<file path="config.mk">
export PLATFORM = sky130hd
export DESIGN_NAME = mime_transfer_decoder_core
export DESIGN_NICKNAME = d
export VERILOG_FILES = /design/src/design/mtd_pkg.sv /design/src/design/mime_transfer_decoder_core.sv /design/src/design/mtd_decode.sv /design/src/design/mtd_out_buf.sv
export SDC_FILE = /design/constraint.sdc
export NUM_CORES = 1
export LEC_CHECK = 0
export CORE_MARGIN = 3
export CORE_UTILIZATION = 55
export CTS_CLUSTER_SIZE = 14
export DETAILED_ROUTE_END_ITERATION = 10
export DONT_BUFFER_PORTS = 1
export MAX_ROUTING_LAYER = met4
export PLACE_DENSITY = 0.77
export SLEW_MARGIN = 20
export SYNTH_ARGS = -nofsm -noshare
export SYNTH_HDL_FRONTEND = slang
export SYNTH_SLANG_ARGS = --single-unit
export TNS_END_PERCENT = 20
</file>
<file path="constraint.sdc">
create_clock -name clk -period 7.1 [get_ports clk]
set_clock_uncertainty 0.15 [all_clocks]
set_input_delay 1.42 -clock clk [delete_from_list [all_inputs] [get_ports clk]]
set_output_delay 1.42 -clock clk [all_outputs]
set_load 0.1 [all_outputs]
</file>
<file path="src/design/mtd_pkg.sv">
`timescale 1ns / 1ps
// shared types, character codes and lookup functions for the mime transfer decoder
package mtd_pkg;

	localparam int MaxResults = 5;
	localparam int CntW = $clog2(MaxResults + 1);
	localparam int IdxW = $clog2(MaxResults);

	localparam logic [7:0] CharEq = 8'h3D;
	localparam logic [7:0] CharUs = 8'h5F;
	localparam logic [7:0] CharSp = 8'h20;
	localparam logic [7:0] CharCr = 8'h0D;
	localparam logic [7:0] CharLf = 8'h0A;

	typedef enum logic [1:0] {
		ModePass = 2'd0,
		ModeB64  = 2'd1,
		ModeQp   = 2'd2,
		ModeQ    = 2'd3
	} mode_t;

	typedef enum logic [1:0] {
		QpIdle = 2'd0,
		QpEq   = 2'd1,
		QpHeld = 2'd2
	} qp_phase_t;

	typedef struct packed {
		logic [7:0] data;
		logic       has;
		logic       last;
	} res_t;

	typedef struct packed {
		logic       ok;
		logic [3:0] val;
	} hex_t;

	typedef struct packed {
		logic       ok;
		logic [5:0] idx;
	} b64_t;

	typedef struct packed {
		qp_phase_t  phase;
		logic [7:0] held;
		logic       emit;
		logic [7:0] data;
	} qp_step_t;

	function automatic hex_t hex_lookup(input logic [7:0] c);
		hex_t r;
		r = '0;
		if (c >= 8'h30 && c <= 8'h39) begin
			r.ok = 1'b1;
			r.val = 4'(c - 8'h30);
		end else if (c >= 8'h61 && c <= 8'h66) begin
			r.ok = 1'b1;
			r.val = 4'(c - 8'h61 + 8'd10);
		end else if (c >= 8'h41 && c <= 8'h46) begin
			r.ok = 1'b1;
			r.val = 4'(c - 8'h41 + 8'd10);
		end
		return r;
	endfunction

	function automatic b64_t b64_lookup(input logic [7:0] c);
		b64_t r;
		r = '0;
		if (c >= 8'h41 && c <= 8'h5A) begin
			r.ok = 1'b1;
			r.idx = 6'(c - 8'h41);
		end else if (c >= 8'h61 && c <= 8'h7A) begin
			r.ok = 1'b1;
			r.idx = 6'(c - 8'h61 + 8'd26);
		end else if (c >= 8'h30 && c <= 8'h39) begin
			r.ok = 1'b1;
			r.idx = 6'(c - 8'h30 + 8'd52);
		end else if (c == 8'h2B) begin
			r.ok = 1'b1;
			r.idx = 6'd62;
		end else if (c == 8'h2F) begin
			r.ok = 1'b1;
			r.idx = 6'd63;
		end
		return r;
	endfunction

	// one byte from idle or '=' pending
	function automatic qp_step_t qp_simple(input qp_phase_t ph, input logic [7:0] held,
		input logic [7:0] c);
		qp_step_t r;
		r.phase = ph;
		r.held = held;
		r.emit = 1'b0;
		r.data = c;
		if (ph == QpIdle) begin
			if (c == CharEq) r.phase = QpEq;
			else r.emit = 1'b1;
		end else begin
			if (c == CharLf) begin
				r.phase = QpIdle;
			end else begin
				r.held = c;
				r.phase = QpHeld;
			end
		end
		return r;
	endfunction

endpackage

</file>
<file path="src/design/mime_transfer_decoder_core.sv">
`timescale 1ns / 1ps
// Streaming MIME body decoder: pass-through, base64, quoted-printable or header Q.
// Input items (s_tvalid/s_tready) carry one raw body byte in s_tdata and the
// end-of-body mark in s_tlast. Result items (m_tvalid/m_tready) carry a decoded
// byte in m_tdata, a data flag in m_tuser (0 on an end-only item) and m_tlast on
// the final item of the body. cfg_valid/cfg_data writes the two-bit mode; it is
// always ready, and the user must see that it is written only between bodies
// while the decoder is empty; the block itself does not enforce this. An
// accepted item waits in the input register, then its results (zero to three)
// are loaded together into the result buffer, where the first result item is
// valid as soon as it is loaded. With the receiver ready, items with at most one
// result each run at one item per cycle; an item with k results holds the next
// item in the input register while the buffer drains, one result per cycle while
// m_tready is high. When the receiver stalls the buffer holds its items and the
// input side stops once the input register is full. Reset clears the mode to
// pass-through, all decoder state and both pipeline stages, dropping any item in flight.
module mime_transfer_decoder_core import mtd_pkg::*; (
	input  logic       clk,
	input  logic       arst_n,
	input  logic       s_tvalid,
	output logic       s_tready,
	input  logic [7:0] s_tdata,   // in_byte
	input  logic       s_tlast,
	output logic       m_tvalid,
	input  logic       m_tready,
	output logic [7:0] m_tdata,   // out_byte
	output logic       m_tuser,   // has_byte
	output logic       m_tlast,
	input  logic       cfg_valid,
	output logic       cfg_ready,
	input  logic [1:0] cfg_data   // transfer_mode
);

	mode_t                 mode_q;
	logic                  valid_s1;
	logic [7:0]            byte_s1;
	logic                  last_s1;
	logic                  can_load;
	logic                  load;
	res_t [MaxResults-1:0] res;
	logic [CntW-1:0]       res_cnt;

	assign cfg_ready = 1'b1;
	assign load = valid_s1 && can_load;
	assign s_tready = !valid_s1 || load;

	always_ff @(posedge clk or negedge arst_n) begin
		if (!arst_n) begin
			mode_q <= ModePass;
		end else if (cfg_valid) begin
			mode_q <= mode_t'(cfg_data);
		end
	end

	always_ff @(posedge clk or negedge arst_n) begin
		if (!arst_n) begin
			valid_s1 <= 1'b0;
		end else if (s_tready) begin
			valid_s1 <= s_tvalid;
		end
	end

	always_ff @(posedge clk) begin
		if (s_tready && s_tvalid) begin
			byte_s1 <= s_tdata;
			last_s1 <= s_tlast;
		end
	end

	mtd_decode u_decode (
		.clk     (clk),
		.arst_n  (arst_n),
		.mode    (mode_q),
		.in_byte (byte_s1),
		.in_last (last_s1),
		.load    (load),
		.res     (res),
		.res_cnt (res_cnt)
	);

	mtd_out_buf u_out_buf (
		.clk      (clk),
		.arst_n   (arst_n),
		.load     (load),
		.res      (res),
		.res_cnt  (res_cnt),
		.can_load (can_load),
		.m_tvalid (m_tvalid),
		.m_tready (m_tready),
		.m_tdata  (m_tdata),
		.m_tuser  (m_tuser),
		.m_tlast  (m_tlast)
	);

	a_load_needs_item: assert property (@(posedge clk) disable iff (!arst_n)
		load |-> valid_s1 && can_load)
		else $error("load without a held item");

	a_stage_holds: assert property (@(posedge clk) disable iff (!arst_n)
		valid_s1 && !load |=> valid_s1 && $stable(byte_s1) && $stable(last_s1))
		else $error("input register changed while stalled");

	a_end_only_last: assert property (@(posedge clk) disable iff (!arst_n)
		m_tvalid && !m_tuser |-> m_tlast && m_tdata == 8'h00)
		else $error("end-only item without end mark");

endmodule

</file>
<file path="src/design/mtd_decode.sv">
`timescale 1ns / 1ps
// per-item decode logic and the decoder state registers
module mtd_decode import mtd_pkg::*; (
	input  logic                      clk,
	input  logic                      arst_n,
	input  mode_t                     mode,
	input  logic [7:0]                in_byte,
	input  logic                      in_last,
	input  logic                      load,
	output res_t [MaxResults-1:0]     res,
	output logic [CntW-1:0]           res_cnt
);

	qp_phase_t   qp_phase_q;
	logic [7:0]  qp_held_q;
	logic [11:0] b64_acc_q;
	logic [2:0]  b64_cnt_q;
	logic        b64_stop_q;

	qp_phase_t   ph_d;
	logic [7:0]  held_d;
	logic [11:0] acc_d;
	logic [2:0]  bc_d;
	logic        stop_d;

	always_comb begin
		logic [7:0]      c;
		logic [7:0]      h;
		logic [CntW-1:0] cnt;
		logic [CntW-1:0] prev;
		logic [3:0]      sum;
		logic [11:0]     shifted;
		b64_t            b;
		hex_t            hh;
		hex_t            hl;
		qp_step_t        st;
		logic            crlf_brk;

		c = in_byte;
		h = qp_held_q;
		ph_d = qp_phase_q;
		held_d = qp_held_q;
		acc_d = b64_acc_q;
		bc_d = b64_cnt_q;
		stop_d = b64_stop_q;
		cnt = '0;
		prev = '0;
		sum = '0;
		shifted = '0;
		b = '0;
		hh = '0;
		hl = '0;
		st = '0;
		crlf_brk = 1'b0;
		res = '0;

		case (mode)
			ModePass: begin
				res[cnt[IdxW-1:0]] = '{data: c, has: 1'b1, last: 1'b0};
				cnt = cnt + CntW'(1);
			end
			ModeB64: begin
				if (!stop_d) begin
					if (c == CharEq) begin
						stop_d = 1'b1;
					end else begin
						b = b64_lookup(c);
						if (b.ok) begin
							acc_d = {acc_d[5:0], b.idx};
							sum = {1'b0, bc_d} + 4'd6;
							if (sum >= 4'd8) begin
								shifted = acc_d >> (sum - 4'd8);
								res[cnt[IdxW-1:0]] = '{data: shifted[7:0], has: 1'b1,
									last: 1'b0};
								cnt = cnt + CntW'(1);
								sum = sum - 4'd8;
							end
							bc_d = sum[2:0];
						end
					end
				end
			end
			default: begin
				if (mode == ModeQ && c == CharUs) c = CharSp;
				if (ph_d != QpHeld) begin
					st = qp_simple(ph_d, held_d, c);
					ph_d = st.phase;
					held_d = st.held;
					if (st.emit) begin
						res[cnt[IdxW-1:0]] = '{data: st.data, has: 1'b1, last: 1'b0};
						cnt = cnt + CntW'(1);
					end
				end else begin
					ph_d = QpIdle;
					crlf_brk = (h == CharCr) && (c == CharLf);
					hh = hex_lookup(h);
					hl = hex_lookup(c);
					if (!crlf_brk) begin
						if (hh.ok && hl.ok) begin
							res[cnt[IdxW-1:0]] = '{data: {hh.val, hl.val}, has: 1'b1,
								last: 1'b0};
							cnt = cnt + CntW'(1);
						end else begin
							// broken escape: literal '=' then replay both bytes
							res[cnt[IdxW-1:0]] = '{data: CharEq, has: 1'b1, last: 1'b0};
							cnt = cnt + CntW'(1);
							st = qp_simple(ph_d, held_d, h);
							ph_d = st.phase;
							held_d = st.held;
							if (st.emit) begin
								res[cnt[IdxW-1:0]] = '{data: st.data, has: 1'b1,
									last: 1'b0};
								cnt = cnt + CntW'(1);
							end
							st = qp_simple(ph_d, held_d, c);
							ph_d = st.phase;
							held_d = st.held;
							if (st.emit) begin
								res[cnt[IdxW-1:0]] = '{data: st.data, has: 1'b1,
									last: 1'b0};
								cnt = cnt + CntW'(1);
							end
						end
					end
				end
				if (in_last) begin
					if (ph_d != QpIdle) begin
						res[cnt[IdxW-1:0]] = '{data: CharEq, has: 1'b1, last: 1'b0};
						cnt = cnt + CntW'(1);
					end
					if (ph_d == QpHeld) begin
						res[cnt[IdxW-1:0]] = '{data: held_d, has: 1'b1, last: 1'b0};
						cnt = cnt + CntW'(1);
					end
					ph_d = QpIdle;
				end
			end
		endcase

		if (in_last) begin
			if (cnt == '0) begin
				res[0] = '{data: 8'h00, has: 1'b0, last: 1'b1};
				cnt = CntW'(1);
			end else begin
				prev = cnt - CntW'(1);
				res[prev[IdxW-1:0]].last = 1'b1;
			end
			ph_d = QpIdle;
			held_d = '0;
			acc_d = '0;
			bc_d = '0;
			stop_d = 1'b0;
		end
		res_cnt = cnt;
	end

	always_ff @(posedge clk or negedge arst_n) begin
		if (!arst_n) begin
			qp_phase_q <= QpIdle;
			qp_held_q <= '0;
			b64_acc_q <= '0;
			b64_cnt_q <= '0;
			b64_stop_q <= 1'b0;
		end else if (load) begin
			qp_phase_q <= ph_d;
			qp_held_q <= held_d;
			b64_acc_q <= acc_d;
			b64_cnt_q <= bc_d;
			b64_stop_q <= stop_d;
		end
	end

	a_last_clears: assert property (@(posedge clk) disable iff (!arst_n)
		load && in_last |=> qp_phase_q == QpIdle && b64_cnt_q == '0 && !b64_stop_q)
		else $error("state not cleared after end of body");

	a_last_has_result: assert property (@(posedge clk) disable iff (!arst_n)
		load && in_last |-> res_cnt != '0 && res_cnt <= CntW'(MaxResults))
		else $error("end of body without a result item");

	a_b64_even: assert property (@(posedge clk) disable iff (!arst_n)
		b64_cnt_q[0] == 1'b0)
		else $error("odd base64 bit count");

endmodule

</file>
<file path="src/design/mtd_out_buf.sv">
`timescale 1ns / 1ps
// result buffer that hands out the result items of one input item in order
module mtd_out_buf import mtd_pkg::*; (
	input  logic                  clk,
	input  logic                  arst_n,
	input  logic                  load,
	input  res_t [MaxResults-1:0] res,
	input  logic [CntW-1:0]       res_cnt,
	output logic                  can_load,
	output logic                  m_tvalid,
	input  logic                  m_tready,
	output logic [7:0]            m_tdata,   // out_byte
	output logic                  m_tuser,   // has_byte
	output logic                  m_tlast
);

	res_t [MaxResults-1:0] ent_q;
	logic [CntW-1:0]       cnt_q;
	logic [CntW-1:0]       rd_q;
	logic [CntW-1:0]       rd_nx;
	res_t                  cur;

	assign rd_nx = rd_q + CntW'(1);
	assign m_tvalid = (rd_q != cnt_q);
	assign cur = ent_q[rd_q[IdxW-1:0]];
	assign m_tdata = cur.data;
	assign m_tuser = cur.has;
	assign m_tlast = cur.last;
	// refill when empty or when the last held item leaves this cycle
	assign can_load = !m_tvalid || (rd_nx == cnt_q && m_tready);

	always_ff @(posedge clk or negedge arst_n) begin
		if (!arst_n) begin
			cnt_q <= '0;
			rd_q <= '0;
		end else if (load) begin
			cnt_q <= res_cnt;
			rd_q <= '0;
		end else if (m_tvalid && m_tready) begin
			rd_q <= rd_nx;
		end
	end

	always_ff @(posedge clk) begin
		if (load) ent_q <= res;
	end

	a_rd_bound: assert property (@(posedge clk) disable iff (!arst_n)
		rd_q <= cnt_q && cnt_q <= CntW'(MaxResults))
		else $error("read pointer past fill count");

	a_last_is_final: assert property (@(posedge clk) disable iff (!arst_n)
		m_tvalid && m_tlast |-> rd_nx == cnt_q)
		else $error("last item not at end of buffer");

	a_load_restart: assert property (@(posedge clk) disable iff (!arst_n)
		load |=> rd_q == '0)
		else $error("buffer load did not restart pointer");

endmodule

</file>
* Yosys cells after proc, flatten, opt, wreduce, memory -nomap -nowiden
Cells that the tools add are included.
Widths: inputs -> output; s select.
** Storage, ports and cells
- Word-level logic and storage cells :: 273
- Input bits :: 16
- Flip-flop bits (word level) :: 88
** Cells by class
- Reduce and logical (&&, ||, !) cells :: 36
- $add $sub $neg :: 22
- Bitwise logic cells :: 3
- Equality and inequality tests :: 17
- Shift-type cells :: 1
- Muxes and demuxes :: 140
- $lt $le $gt $ge :: 28
** Operators by type and width (count)
- $mux 50 :: 8
- $mux 40 :: 5
- $mux 10 :: 18
- $bwmux 50 :: 3
- $demux 10 s3 :: 4
- $mux 8 :: 11
- $mux 3 :: 27
- $mux 7 :: 8
- $mux 5 :: 10
- $ge 8x7->1 const B :: 6
- $le 8x7->1 const B :: 6
- $eq 8x6->1 const B :: 5
- $mux 2 :: 16
- $bmux 10 s3 :: 1
- $mux 6 :: 5
- $or 30x30->30 :: 1
- $ge 8x6->1 const B :: 3
- $le 8x6->1 const B :: 3
- $sub 4x1->4 const B :: 6
- $mux 1 :: 22
- $and 20x20->20 :: 1
- $logic_and 1x1->1 :: 20
- $lt 3x4->1 const B :: 5
- $not 20->20 :: 1
- 30 further kinds :: 52

* Longest topological paths before layout
- Depth after elaboration :: 43
- Mapped depth :: 22
- Depth with buffers taken out :: 20

* By module
Synthesis repeated with hierarchy kept, for this count alone.
** Unflattened totals
- Cells, all modules :: 661
- Area total of the unflattened synthesis :: 6311.1 sq um
** Modules (own cells, without submodules)
- mtd_decode :: sequential area each 475.5 sq um, cells an instance 502, instances 1, area each 3573.4 sq um
- mtd_out_buf :: sequential area each 1651.6 sq um, cells an instance 139, instances 1, area each 2326.0 sq um
- mime_transfer_decoder_core :: sequential area each 345.3 sq um, cells an instance 20, instances 1, area each 411.6 sq um

* Least setup slack after synthesis
OpenSTA, ideal clock, no wires.
- Kind :: reg-to-output
- Start :: register u_out_buf.rd_q[0]
- End :: output port m_tdata[0]
- Arrival time :: 3.514 ns
- Stages on the path, launching flop included :: 6
- Data required time :: 5.530 ns
- Path slack :: 2.016 ns
- Path through :: dfrtp_1 > clkbuf_1 > buf_1 > mux4_2 > inv_1 > o21ai_0
** Between the ends
- Longest elaborated chain between the ends :: 2
** Ends and longest elaborated chain
- from (decl) :: RTL line mtd_out_buf.sv:19 : logic [CntW-1:0] rd_q;
- from (signal assigned) :: RTL line mtd_out_buf.sv:40 : rd_q <= rd_nx;
- $bmux 10 s3 :: RTL line mtd_out_buf.sv:25 : assign cur = ent_q[rd_q[IdxW-1:0]];
- $mux 10 (not written as such) :: RTL line mtd_out_buf.sv:25
- to (decl) :: RTL line mime_transfer_decoder_core.sv:26 : output logic [7:0] m_tdata,
No other way between the ends. The select of a mux whose other input is x is not followed.

==> results.json <==
{
  "port-buffer-count": 0,
  "route.vias.total": 5455,
  "finalWeightedCongestion": 0.956,
  "clock_tree.htree_level_count": 3,
  "worst-path-buf-inv": 2,
  "path_delay_family": "compound AO/OA/AOI/OAI gates",
  "start_util_pct": 57.0,
  "startpoint_type": "register",
  "cts_tree": "built",
  "remaining_antenna_violation_count_after_routing": 0,
  "detailed_place_hpwl_mm": 13.6,
  "die_height_um": 113,
  "final-setup-viol-count": 0,
  "combinational_family_with_the_most_area_after_synthesis": "compound AO/OA/AOI/OAI gates",
  "synth_enable_flop_cells": 59,
  "cp_slowest_cell": "edfxtp_1",
  "critical-path-max-stage-delay_ps": 670,
  "share_of_synthesized_area_occupied_by_flip_flops_and_latches_pct": 39.5,
  "final.setup.worst_slack_ps": 1100,
  "hp-class": "register to register",
  "setup-tns-final_ps": 0,
  "post-route-period-util_pct": 84.5,
  "critical_path_required_ps": 7110,
  "ys_async_sr_fraction_pct": 32.2,
  "static-leakage-power_nw": 2.40,
  "final_layout_size_suffix_gt1_share_pct": 10.6,
  "coreArea_um2": 11000,
  "cts_setup_buffers": 0,
  "syn2layout_area_growth_pct": 5.91,
  "synth_fp_nets": 706,
  "grt_setup_unrepaired": "no",
  "final_core_utilization_pct": 60.4,
  "drt-initial-drc-count": 506,
  "clock_sink_count": 87,
  "vdd.ir_drop.worst_uv": 525,
  "yosys.area_share.adder_pct": 4.39,
  "post_cts_resize_count": 0,
  "gr_usage_total_pct": 30.2,
  "cts_max_path_buffers": 2,
  "report.final.hold_viol_count": 0,
  "io_pins": 29,
  "total_power_mw": 3.04,
  "worstSetupEndpointType": "register",
  "route.detailed.drc": 0,
  "nNetsFinal": 682,
  "postSynthCellCount": 668,
  "synth_area_in_xor_xnor_pct": 2.10,
  "max_cap_violations": 0,
  "clk_pin_slew_ps": 70,
  "timing.critical_path.arrival_ps": 6000,
  "clock_latency_ps": 350,
  "ys_seq_elements": 87,
  "run_status": "completed",
  "detail_route.wirelength_mm": 18.1,
  "routed_length_per_instance_um": 23.0,
  "die-area_um2": 12700,
  "synth_cell_type_count": 86,
  "first_pass_iters": 5,
  "post_synth_mux_area_share_pct": 5.35,
  "cts_hold_buf": 0,
  "grt_pass1_wl_mm": 29.0,
  "final_max_slew_viol_count": 0,
  "number_of_global_route_vias_before_repair": 5205,
  "headroom_to_the_max_slew_limit_pct": 27.1,
  "syn_area_um2": 6260,
  "number_of_cts_inserted_buffers": 9,
  "synth_simple_gate_area_share_pct": 18.7,
  "row_count": 38,
  "clock.fmax_ghz": 0.167,
  "antenna_violations_before_repair": 1,
  "synth-warning-count": 0,
  "grt-ovfl-total": 0,
  "power_density_nw_per_um2": 458,
  "clock_tree.root_cell": "clkbuf_16",
  "pin_count_of_the_biggest_net_entering_global_routing": 57,
  "path_class": "register to register",
  "ys_dominant_reg_cell": "edfxtp_1",
  "synthesis.area_per_instance_um2": 9.38,
  "crit_path_frequent_cell": "ha_1",
  "worstPathMaxFanout": 17,
  "post_drt_via_cell_ratio": 6.91,
  "path_cells": "ha_1, nand4_1, or3_1, a2111o_1, a31oi_4, nor2_1, buf_4, inv_1, ha_1, a22oi_1, ha_1, nor2_1, a31oi_1, o221ai_1, ha_1, ha_1, nand2_1, nand2_1, o21bai_1, o32ai_1",
  "period_needed_ps": 6000,
  "max_slew.worst_pin.slew_ps": 1090,
  "synth_compound_area_share_pct": 24.7,
  "die_width_um": 113,
  "dpl_worst_slack_ps": 1270
}
-- report_power, final --
group	internal, mW	leakage, nW	total (mW)	switching (mW)
logic	0.384	1.32	1.59	1.20
clock network	0.246	0.140	0.445	0.199
registers	0.825	0.942	1.01	0.184
total	1.45	2.40	3.04	1.58
-- synth_stat cells (all sizes together), types with 8 or more instances --
library cell,instances,area share (%)
a211oi,14,1.7
a21oi,26,2.1
a31oi,9,1.1
and3,8,0.80
buf,12,1.2
clkbuf,32,1.9
dfrtp,28,11
edfxtp,59,28
ha,22,4.4
inv,34,2.0
mux2,8,1.4
mux4,10,3.6
nand2,77,4.6
nand2b,8,0.80
nand3,14,1.2
nor2,56,3.4
nor2b,9,0.90
nor3,17,1.4
nor4,13,1.3
o21a,12,1.4
o21ai,36,2.9
o22ai,8,0.80
o31ai,14,1.8
xnor2,10,1.4
-- cell type report --
cell class                 count  area (um^2)
fill                         946         4350
clock buffer                  11          243
multi-input combinational    502         3510
inverter                      35          131
timing repair buffer           9         67.6
clock inverter                 5         30.0
antenna                        1         2.50
sequential                    87         2470
tap                          140          175
-- routing by layer --
metal  global-route usage (%)  wire [um]  vias up
li1                         -          -     2513
met1                     38.4       7420     2622
met2                     47.2       8530      263
met3                     5.72       1320       57
met4                     13.5        857        0
met5                        -          0        -
-- final timing paths --
path | slack [ps] | cells past startpoint | to | from
max in group asynchronous | 6100 | 0 | u_decode.qp_held_q[0] | arst_n
worst min-delay path | 360 | 1 | u_decode.b64_acc_q[5] | u_decode.b64_acc_q[5]
worst min register to register | 360 | 1 | u_decode.b64_acc_q[5] | u_decode.b64_acc_q[5]
worst max-delay path | 1100 | 20 | u_out_buf.ent_q[4] | byte_s1[2]
worst max register to register | 1100 | 20 | u_out_buf.ent_q[4] | byte_s1[2]
min in group asynchronous | 600 | 0 | u_decode.b64_acc_q[0] | arst_n
-- state kept, by name, summed over array words and instances, names as in the netlist --
| signal | cells |
|---|---|
| u_decode.b64_cnt_q | 2 |
| u_decode.qp_held_q | 8 |
| u_decode.qp_phase_q | 2 |
| u_decode.b64_acc_q | 6 |
| u_out_buf.rd_q | 3 |
| byte_s1 | 8 |
| last_s1 | 1 |
| u_out_buf.cnt_q | 3 |
| u_decode.b64_stop_q | 1 |
| valid_s1 | 1 |
| mode_q | 2 |
| u_out_buf.ent_q | 50 |
-- cells by family (layout without fill, tap and decap cells) --
group                      count (synthesis)  count (layout)
muxes                                     20              20
and+or+nand+nor                          237             237
buffers and inverters                     79              60
other                                      1               2
xor gates and xnor gates                  15              15
adders and majority gates                 22              22
DFF                                       87              87
AOI/OAI and AO/OA                        207             207
-- layout by cell type, fill, tap and decap left out, types with 5 or more instances in the layout --
cell type / count
nor3_1: 17
xnor2_1: 10
o31a_1: 5
nand3_1: 13
xor2_1: 5
o22ai_1: 8
a211oi_1: 14
ha_1: 22
nand2b_1: 8
a311oi_1: 5
edfxtp_1: 59
o221a_1: 5
o21a_1: 12
and3_1: 8
o21bai_1: 6
a32oi_1: 5
clkbuf_16: 9
nand2_1: 77
nor4_1: 13
a31oi_1: 8
o21ai_0: 24
a21oi_1: 26
nand4_1: 6
o21ai_2: 11
mux2_2: 8
mux4_2: 10
nor2b_1: 9
a22oi_1: 6
a221oi_1: 7
nor2_1: 56
dfrtp_1: 28
buf_4: 9
inv_1: 33
o31ai_1: 13
and2_1: 7
-- through the flow --
step                cell area, um^2  std cells  hold WS (ps)
global placement               6350        773           340
global route                   6630        790           393
detailed placement             6350        773           354
floorplan                      6260        668           318
CTS                            6630        789           367
finish                         6630        790           363
Note: power is estimated with default switching activity, not from simulation.
